**config.mk**
```make
export PLATFORM = sky130hd
export DESIGN_NAME = mcpt_ram
export DESIGN_NICKNAME = d
export VERILOG_FILES = /design/src/rtl/mcpt_ram.sv
export SDC_FILE = /design/constraint.sdc
export NUM_CORES = 1
export LEC_CHECK = 0
export BUFFER_PORTS_ARGS = -buffer_cell sky130_fd_sc_hd__buf_2
export CAP_MARGIN = 20
export CORE_UTILIZATION = 35
export DETAILED_ROUTE_END_ITERATION = 8
export PLACE_DENSITY = 0.58
export SLEW_MARGIN = 20
export SYNTH_ARGS = -nofsm -noshare
export SYNTH_HDL_FRONTEND = slang
export SYNTH_SLANG_ARGS = --single-unit
```
**constraint.sdc**
```tcl
create_clock -name clk -period 7.7 [get_ports clk]
set_input_delay 1.54 -clock clk [delete_from_list [all_inputs] [get_ports clk]]
set_output_delay 1.54 -clock clk [all_outputs]
set_load 0.005 [all_outputs]
```
**src/rtl/mcpt_ram.sv**
```systemverilog
// Generic single-write, single-read synchronous RAM with registered read data.
module mcpt_ram #(
  parameter int WIDTH = 32,
  parameter int DEPTH = 4
) (
  input  logic                                     clk,
  input  logic                                     we,
  input  logic [((DEPTH > 1) ? $clog2(DEPTH) : 1)-1:0] waddr,
  input  logic [WIDTH-1:0]                         wdata,
  input  logic [((DEPTH > 1) ? $clog2(DEPTH) : 1)-1:0] raddr,
  output logic [WIDTH-1:0]                         rdata
);

  logic [WIDTH-1:0] mem [DEPTH];

  always_ff @(posedge clk) begin
    if (we) begin
      mem[waddr] <= wdata;
    end
    rdata <= mem[raddr];
  end

endmodule

```
==> impl_metrics.toml, run 1 <==
[sta]
slew_viol_final = 0
rsz0062_at_grt = "false"
relSlewSlack_pct = 39.90
finClkSkew_ps = 5.099
fin_crit_ps = 2501
tightest_slew_ps = 901.6
setup_violations = 0
tns_ps = 0
timing.final.crit_share_pct = 32.48
setup_ws_ps = 5199
timing.fmax_mhz = 399.9
hold_viol = 0

[place]
place_area_um2 = 5843
place_congestion = 0.5964
pre_cts_ws_ps = 4720
io_buffers = 69

[final_layout]
nets = 324
area_growth_pct = 20.19
diodes = 0
postLayoutCellArea_um2 = 6406
drive_gt1_share_pct = 45.15
n_fill_cell = 1274

[synth]
yosys-top-cells-area = "edfxtp_1 72%, mux4_2 13%, dfxtp_1 12%, buf_12 1.1%, mux4_1 0.99%"
synthArstFlopShare_pct = 0
synth-edff-count = 128
yosysTopAreaCellShare_pct = 72.11
syn_area_um2 = 5330
yosysWarnings = 0
synth_cell_types = 10
yosysSeqAreaShare_pct = 84.13
ys_ff_latch = 160
synth_most_common_cell = "edfxtp_1"
synthFlopType = "edfxtp_1"
synth_cells = 203
synth_fp_nets = 241
syn_avg_cell_area_um2 = 26.26
ys_top_cells_by_count = "128 x edfxtp_1, 32 x dfxtp_1, 30 x mux4_2, 3 x buf_12, 3 x buf_2"
yosysTopAreaCell = "edfxtp_1"

[route]
wl_per_cell_um = 17.58
dr_total_vias = 2219
drt-initial-drc-count = 208
remaining_drc_errors = 5
drt_wl_total_mm = 8.491
drtAntennaViolNets = 0
drt-vias-per-instance = 4.594
dr.pass1.iters = 8

[critical_path]
end_kind = "flip-flop"
cp.arrival_ps = 2780
cp_data_required_time_ps = 7980
start_kind = "primary input"
path_class = "in -> reg"
cp_max_fo = 32

[clock_tree]
postCtsSetupBuffers = 0
cts-root-buf = "clkbuf_16"
clockBufferDepth = 2
cts_sinks = 160
path_clk_slew_ps = 60
cts_resized = 0
cts_buffers = 17
htree_num_levels = 4
cts_tree = "built"
clock_latency_ps = 410
ctsHoldBuffers = 0

[power]
ir_drop_v = 0.0001656
power.switching_uw = 362.6
power.leakage_nw = 2.244
powerDensity_nw_per_um2 = 292.2
p_comb_share_pct = 4.4
seqPwrFrac_pct = 53.4
switching_share_pct = 19.37
p_int_mw = 1.509
power_frac_clock_pct = 42.2

[outcome]
outcome = "finished with violations"
violations = "DRC"

[floorplanning]
dieArea_um2 = 15730
ioPinCount = 70
initial_core_util_pct = 36.26
rows = 44
die_h_um = 125.4
fp.coreArea_um2 = 14700
dieWidth_um = 125.4

[min_path]
worstHoldPathType = "reg -> reg"

[grt]
grt_pass1_vias = 2403
antenna_found_initial = 1
grt_max_degree = 33
overflow = 0
grt_pass1_wl_mm = 13.41
globalRouteTotalUtil_pct = 12.10

[job]
maxCapViolCount = 0
[sequential cells by signal, summed over array words and instances, names as in the netlist]
name / cells
rdata: 32
mem: 128
[power by group through the flow]
stage                     logic, mW  clock network (mW)  registers (mW)
after floorplan              0.0445                   0            1.02
after global placement       0.0851                   0            1.02
after detailed placement     0.0864                   0            1.02
after CTS                    0.0863               0.810            1.00
after global routing         0.0917               0.846            1.00
final                        0.0830               0.789           0.999
[layer usage]
metal  track usage, %  part of all wire (%)
met3            4.750                   4.9
met2            19.13                    49
met1            14.98                    45
met5                0                  0.12
met4            4.735                   1.3
[through the flow]
step / total power [mW] / hold slack (ps) / cells / utilization [%]
final: 1.872 / 541.6 / 483 / 43.58
after floorplan: 1.061 / 515.7 / 203 / -
after global placement: 1.101 / 520.0 / 451 / 39.75
after CTS: 1.897 / 540.8 / 483 / 43.58
after global routing: 1.942 / 566.2 / 483 / 43.58
after detailed placement: 1.105 / 526.8 / 451 / 39.75
[final cells by class]
| class | count | area (µm²) | area share [%] |
|---|---|---|---|
| Sequential cell | 160 | 4484 | 70.00 |
| Multi-Input combinational cell | 36 | 768.2 | 11.99 |
| Clock buffer | 19 | 442.9 | 6.914 |
| Timing Repair Buffer | 71 | 360.3 | 5.625 |
| Tap cell | 184 | 230.2 | 3.594 |
| Clock inverter | 13 | 120.1 | 1.875 |
[final timing paths]
check | startpoint | to | slack (ps) | cells after the start
hold / removal | mem[3][0] | rdata[0] | 540 | 1
hold reg to reg | mem[3][0] | rdata[0] | 540 | 1
setup reg to reg | mem[1][31] | rdata[31] | 6730 | 1
setup / recovery | raddr[0] | rdata[31] | 5200 | 3
[cells by family after synthesis]
kind of cell | count (synthesis) | share of synthesized area [%]
buffers and inverters | 7 | 1.620
AND/OR/NAND/NOR | 4 | 0.5870
multiplexers | 32 | 13.66
flip-flops | 160 | 84.13
[worst max-delay path, stage by stage]
cell and delay (ps):
buf_2 80, buf_4 530, mux4_1 620
[cells in the final DEF, fill, tap and decap left out]
master	n
and3b_2	2
bufinv_16	2
clkinv_1	1
dfxtp_1	32
buf_4	2
clkinvlp_4	1
buf_2	69
and3_2	1
mux4_2	30
nor3b_2	1
clkbuf_8	1
mux4_1	2
clkinv_2	8
edfxtp_1	128
clkbuf_1	1
clkinv_4	1
clkbuf_16	17
(Power assumes the default switching activity.)
==> run 2, diff against run 1 <==
--- a/config.mk
+++ b/config.mk
@@ -5,11 +5,12 @@
 export SDC_FILE = /design/constraint.sdc
 export NUM_CORES = 1
 export LEC_CHECK = 0
+export ABC_AREA = 1
 export BUFFER_PORTS_ARGS = -buffer_cell sky130_fd_sc_hd__buf_2
 export CAP_MARGIN = 20
 export CORE_UTILIZATION = 35
 export DETAILED_ROUTE_END_ITERATION = 8
-export PLACE_DENSITY = 0.58
+export PLACE_DENSITY = 0.57
 export SLEW_MARGIN = 20
 export SYNTH_ARGS = -nofsm -noshare
 export SYNTH_HDL_FRONTEND = slang
==> constraint.sdc (replaced) <==
create_clock -name clk -period 2.4 [get_ports clk]
set_input_delay 0.48 -clock clk [delete_from_list [all_inputs] [get_ports clk]]
set_output_delay 0.48 -clock clk [all_outputs]
set_load 0.005 [all_outputs]
==> run 2 against run 1 <==
- sequential share of layout area down 8.3 points
- clock-buffer cell count increased by 5
- worst hold slack worse by 270 ps
- critical path type is now reg -> out
- non-clock buffer count is 9 higher
- first-iteration DRC count up 1.4%
- the run now ends clean
- design area increased by 14%
- via count rose by 64%
==> impl_metrics.toml, run 2 <==
[outcome]
outcome = "complete, no violations"

[critical_path]
cp.depth = 1
worstPathCellList = "buf_2"
start_kind = "flip-flop"
crit_slowest_cell = "dfxtp_1"
cp_num_buf_inv = 1
cp_top_family = "flip-flops"
reg2regPathDepth = 4
cp_max_fo = 1
end_kind = "output pin"
cp_data_required_time_ps = 1920
cpPeakStageDelay_ps = 340
path_class = "reg -> out"
cp.arrival_ps = 880

[final_layout]
final_core_util_pct = 43.39
diodes = 0
top_regs = "mem: 128 flops, rdata: 32 flops"
layout_commonest_cell = "nand2_1"
drive_gt1_share_pct = 17.56
top_register = "mem"
mostFrequentLayoutCells = "160 x nand2_1, 132 x inv_1, 128 x edfxtp_1"
nets = 658
area_growth_pct = 19.64
largest_register_ffs = 128
postLayoutCellArea_um2 = 7272

[place]
place_area_um2 = 6673
dp_hpwl_mm = 6.611
pre_cts_ws_ps = 690.7
io_buffers = 69
place_congestion = 0.7334

[synth]
yosys-top-cells-area = "edfxtp_1 63%, dfxtp_1 11%, nand2_1 9.9%, inv_1 8.2%, nand3_1 5.3%"
synth_cells = 541
ys_top_cells_by_count = "160 x nand2_1, 132 x inv_1, 128 x edfxtp_1, 64 x nand3_1, 32 x dfxtp_1"
ys_ff_latch = 160
synth-edff-count = 128
synth_cell_types = 10
synth_xor_area_share_pct = 0
synth_compound_area_share_pct = 0
syn_area_um2 = 6078
yosysSeqAreaShare_pct = 73.78
yosysTopAreaCellShare_pct = 63.24
synthArstFlopShare_pct = 0
synth_fp_nets = 579
yosys.area_share.simple_pct = 15.48
syn_avg_cell_area_um2 = 11.24
yosysWarnings = 0
synthMuxAreaShare_pct = 0
yosysTopAreaCell = "edfxtp_1"
synthAdderAreaFrac_pct = 0
synth_top_family_by_area = "simple AND/OR/NAND/NOR gates"
synthFlopType = "edfxtp_1"
synth_most_common_cell = "nand2_1"

[floorplanning]
ioPinCount = 70
initial_core_util_pct = 36.27
dieWidth_um = 133.8
die_h_um = 133.8
dieArea_um2 = 17900
fp.coreArea_um2 = 16760
rows = 47

[grt]
grt_pass1_vias = 3621
antenna_found_initial = 0
grt_pass1_wl_mm = 18.03
overflow = 0
grt_max_degree = 65
globalRouteTotalUtil_pct = 13.76

[power]
p_comb_share_pct = 5.9
power.leakage_nw = 3.338
p_int_mw = 5.027
ir_drop_v = 0.0005429
power_frac_clock_pct = 43.2
power.switching_mw = 1.255
powerDensity_nw_per_um2 = 863.9
switching_share_pct = 19.98
seqPwrFrac_pct = 51.0

[route]
drt-vias-per-instance = 4.270
dr_total_vias = 3638
dr.pass1.iters = 5
drt_wl_total_mm = 11.32
drt-initial-drc-count = 211
remaining_drc_errors = 0
wl_per_cell_um = 13.29
drtAntennaViolNets = 0

[sta]
finClkSkew_ps = 5.595
relSlewSlack_pct = 53.13
setup_violations = 0
tns_ps = 0
timing.fmax_mhz = 733.7
hold_viol = 0
fin_crit_ps = 1363
tightest_slew_ps = 703.0
setup_ws_ps = 1037
rsz0062_at_grt = "false"
hold_slack_ps = 275.4
timing.final.crit_share_pct = 56.79
slew_viol_final = 0

[min_path]
worstHoldPathType = "in -> reg"
hold_depth = 1

[clock_tree]
postCtsSetupBuffers = 0
clockBufferDepth = 2
cts_resized = 0
cts-root-buf = "clkbuf_16"
cts_sinks = 160
ctsHoldBuffers = 0
clock_latency_ps = 420
cts_tree = "built"
cts_buffers = 17
path_clk_slew_ps = 60
htree_num_levels = 4

[job]
maxCapViolCount = 0
[run 2: cell count changes after synthesis, moves of 2 or more]
cell,change
nand3_1,+64
nor3_1,+4
buf_12,-3
nand2_1,+160
mux4_1,-2
buf_4,+4
inv_1,+132
buf_2,+6
mux4_2,-30
buf_6,+6
and3b_1,-2
[run 2: metal layers]
layer	share of wire (%)	track usage (%)
met1	42	15.72
met2	51	23.49
met3	4.9	4.157
met4	1.6	6.629
met5	0	0
[run 2: final cells by class]
cell class	instances	area, µm²
clock inverters	7	107.6
inverters	133	499.2
fillers	1551	9488
clock buffers	24	491.7
repair buffers	80	440.4
multi-input cells	228	973.4
well taps	220	275.3
flip-flops and latches	160	4484
[run 2: worst register-to-register path: stages, from the launching register on]
cell,delay (ps)
edfxtp_1,380
inv_1,60
nand2_1,50
nand3_1,110
nand2_1,70
[run 2: cells by family after synthesis]
kind of cell	Yosys count
DFF	160
buffers and inverters	153
and+or+nand+nor	228
[run 2: per-stage QoR]
stage               power (mW)  instances
floorplan                3.467        541
global placement         3.624        821
detailed placement       3.638        821
CTS                      6.348        852
global route             6.518        852
finish                   6.282        852
[run 2: final timing paths]
check / startpoint / end / slack, ps
worst max-delay path: rdata[1] / rdata[1] / 1040
worst min-delay path: wdata[1] / mem[0][1] / 280
worst max register to register: mem[3][11] / rdata[11] / 1620
worst min register to register: mem[0][29] / rdata[29] / 530
[run 2: power groups by stage]
stage / clock [mW] / combinational, mW / sequential, mW
3_3_place_gp: 0 / 0.366 / 3.26
4_1_cts: 2.77 / 0.379 / 3.20
5_1_grt: 2.88 / 0.422 / 3.22
3_5_place_dp: 0 / 0.377 / 3.26
6_report: 2.71 / 0.369 / 3.20
2_1_floorplan: 0 / 0.203 / 3.26
==> run 3, diff against run 2 <==
--- a/config.mk
+++ b/config.mk
@@ -10,7 +10,7 @@
 export CAP_MARGIN = 20
 export CORE_UTILIZATION = 35
 export DETAILED_ROUTE_END_ITERATION = 8
-export PLACE_DENSITY = 0.57
+export PLACE_DENSITY = 0.59
 export SLEW_MARGIN = 20
 export SYNTH_ARGS = -nofsm -noshare
 export SYNTH_HDL_FRONTEND = slang
==> constraint.sdc (replaced) <==
create_clock -name clk -period 1.19 [get_ports clk]
set_input_delay 0.238 -clock clk [delete_from_list [all_inputs] [get_ports clk]]
set_output_delay 0.238 -clock clk [all_outputs]
set_load 0.005 [all_outputs]
==> run 3 against run 2 <==
- power increased by 100%
- wire length increased by 2.7%
- sequential cell count unchanged
- global-route usage increased by 0.36 points
- clock power increased by 100%
- non-clock buffer count increased by 3
- worst hold slack got worse by 230 ps
- largest cell class unchanged
- highest routed layer unchanged
==> impl_metrics.toml, run 3 (same netlist as run 2, synthesis figures left out) <==
[critical_path]
crit_slowest_cell = "dfxtp_1"
cpPeakStageDelay_ps = 360
setup.worst_path.start = "rdata[0]"
crit_end = "rdata[0]"
end_kind = "output pin"
cp_data_required_time_ps = 950
cp_max_fo = 1
cp.depth = 1
cp.arrival_ps = 890
reg2regPathDepth = 4
r2r_end = "rdata[2]"
path_class = "reg -> out"
reg2reg_from = "mem[2][2]"
r2r_setup_slack_ps = 400
cp_top_family = "flip-flops"
worstPathCellList = "buf_2"
cp_num_buf_inv = 1
start_kind = "flip-flop"

[final_layout]
postLayoutCellArea_um2 = 7426
diodes = 0
drive_gt1_share_pct = 18.24
area_growth_pct = 22.17
largest_register_ffs = 128
mostFrequentLayoutCells = "160 x nand2_1, 132 x inv_1, 128 x edfxtp_1"
n_fill_cell = 1558
top_regs = "mem: 128 flops, rdata: 32 flops"
nets = 661
layout_commonest_cell = "nand2_1"
top_register = "mem"

[power]
power.switching_mw = 2.604
switching_share_pct = 20.36
power.leakage_nw = 3.379
p_total_mw = 12.79
p_comb_share_pct = 6.3
seqPwrFrac_pct = 50.5
powerDensity_nw_per_um2 = 1723
power_frac_clock_pct = 43.2
ir_drop_v = 0.001100
p_int_mw = 10.19

[clock_tree]
clockBufferDepth = 2
htree_num_levels = 4
cts-root-buf = "clkbuf_16"
ctsHoldBuffers = 0
postCtsSetupBuffers = 0
cts_tree = "built"
cts_buffers = 17
path_clk_slew_ps = 60
cts_resized = 0
cts_sinks = 160
clock_latency_ps = 410

[place]
io_buffers = 69
dp_hpwl_mm = 7.253
place_area_um2 = 6820
place_congestion = 0.7163

[sta]
finClkSkew_ps = 4.835
fin_crit_ps = 1132
rsz0062_at_grt = "false"
timing.fmax_mhz = 883.7
relSlewSlack_pct = 78.23
setup_violations = 0
hold_viol = 0
timing.final.crit_share_pct = 95.09
slew_viol_final = 0
tightest_slew_ps = 326.2

[grt]
grt_max_degree = 33
antenna_found_initial = 0
globalRouteTotalUtil_pct = 14.12
grt_pass1_wl_mm = 18.67
overflow = 0
grt_pass1_vias = 3768

[route]
wl_per_cell_um = 13.58
drt-initial-drc-count = 202
drtAntennaViolNets = 0
dr.pass1.iters = 4
drt_wl_total_mm = 11.62
remaining_drc_errors = 0
dr_total_vias = 3687
drt-vias-per-instance = 4.307

[floorplanning]
die_h_um = 133.8
ioPinCount = 70
fp.coreArea_um2 = 16760
dieWidth_um = 133.8
initial_core_util_pct = 36.27
rows = 47
dieArea_um2 = 17900

[min_path]
worstHoldPathType = "in -> reg"

[job]
maxCapViolCount = 0

[outcome]
outcome = "complete, no violations"
run 3: cell types whose count changed in the layout (fill, tap and decap cells not counted), sizes merged:
cell / before / now
buf: 80 / 83
bufinv: 3 / 4
clkbuf: 24 / 21
clkinv: 4 / 3
clkinvlp: 0 / 4
run 3: area by class of cell:
type                       count  area, µm²  share of cell area, %
timing repair buffer          83      575.6                  7.751
clock buffer                  21      440.4                  5.931
sequential                   160       4484                  60.39
inverter                     133      499.2                  6.723
tap                          220      275.3                  3.707
clock inverter                11      165.2                  2.224
multi-input combinational    228      985.9                  13.28
run 3: worst min-delay path by stage:
stage	from	to	depth (start not counted)
after detailed placement	wdata[6]	mem[1][6]	1
after floorplan	wdata[0]	mem[0][0]	0
after global placement	wdata[6]	mem[1][6]	1
after CTS	wdata[6]	mem[1][6]	1
final	wdata[6]	mem[0][6]	1
after global routing	wdata[26]	mem[2][26]	1
run 3: power by group through the flow:
stage / sequential [mW] / combinational, mW / clock, mW
final: 6.46 / 0.809 / 5.53
after CTS: 6.46 / 0.831 / 5.65
after detailed placement: 6.58 / 0.823 / 0
after floorplan: 6.58 / 0.421 / 0
after global routing: 6.48 / 0.916 / 5.90
after global placement: 6.57 / 0.798 / 0
run 3: routing by layer:
metal  global-route usage [%]  part of all wire (%)  vias up
li1                         -                     -     1848
met1                    16.62                    44     1753
met2                    24.04                    51       77
met3                    3.628                   4.3        9
met4                    6.755                   1.4        0
met5                        0                     0        -
run 3: through the flow:
step                std cells  setup TNS, ps  setup WS [ps]  utilization (%)  hold slack [ps]
floorplan                 541         -50530         -394.8                -            336.9
global placement          824         -11370         -117.1            40.69            458.9
detailed placement        824         -13360         -135.3            40.69            461.7
CTS                       856              0          28.71            44.31            21.27
global route              856              0          29.33            44.31            26.68
finish                    856              0          58.39            44.31            43.49
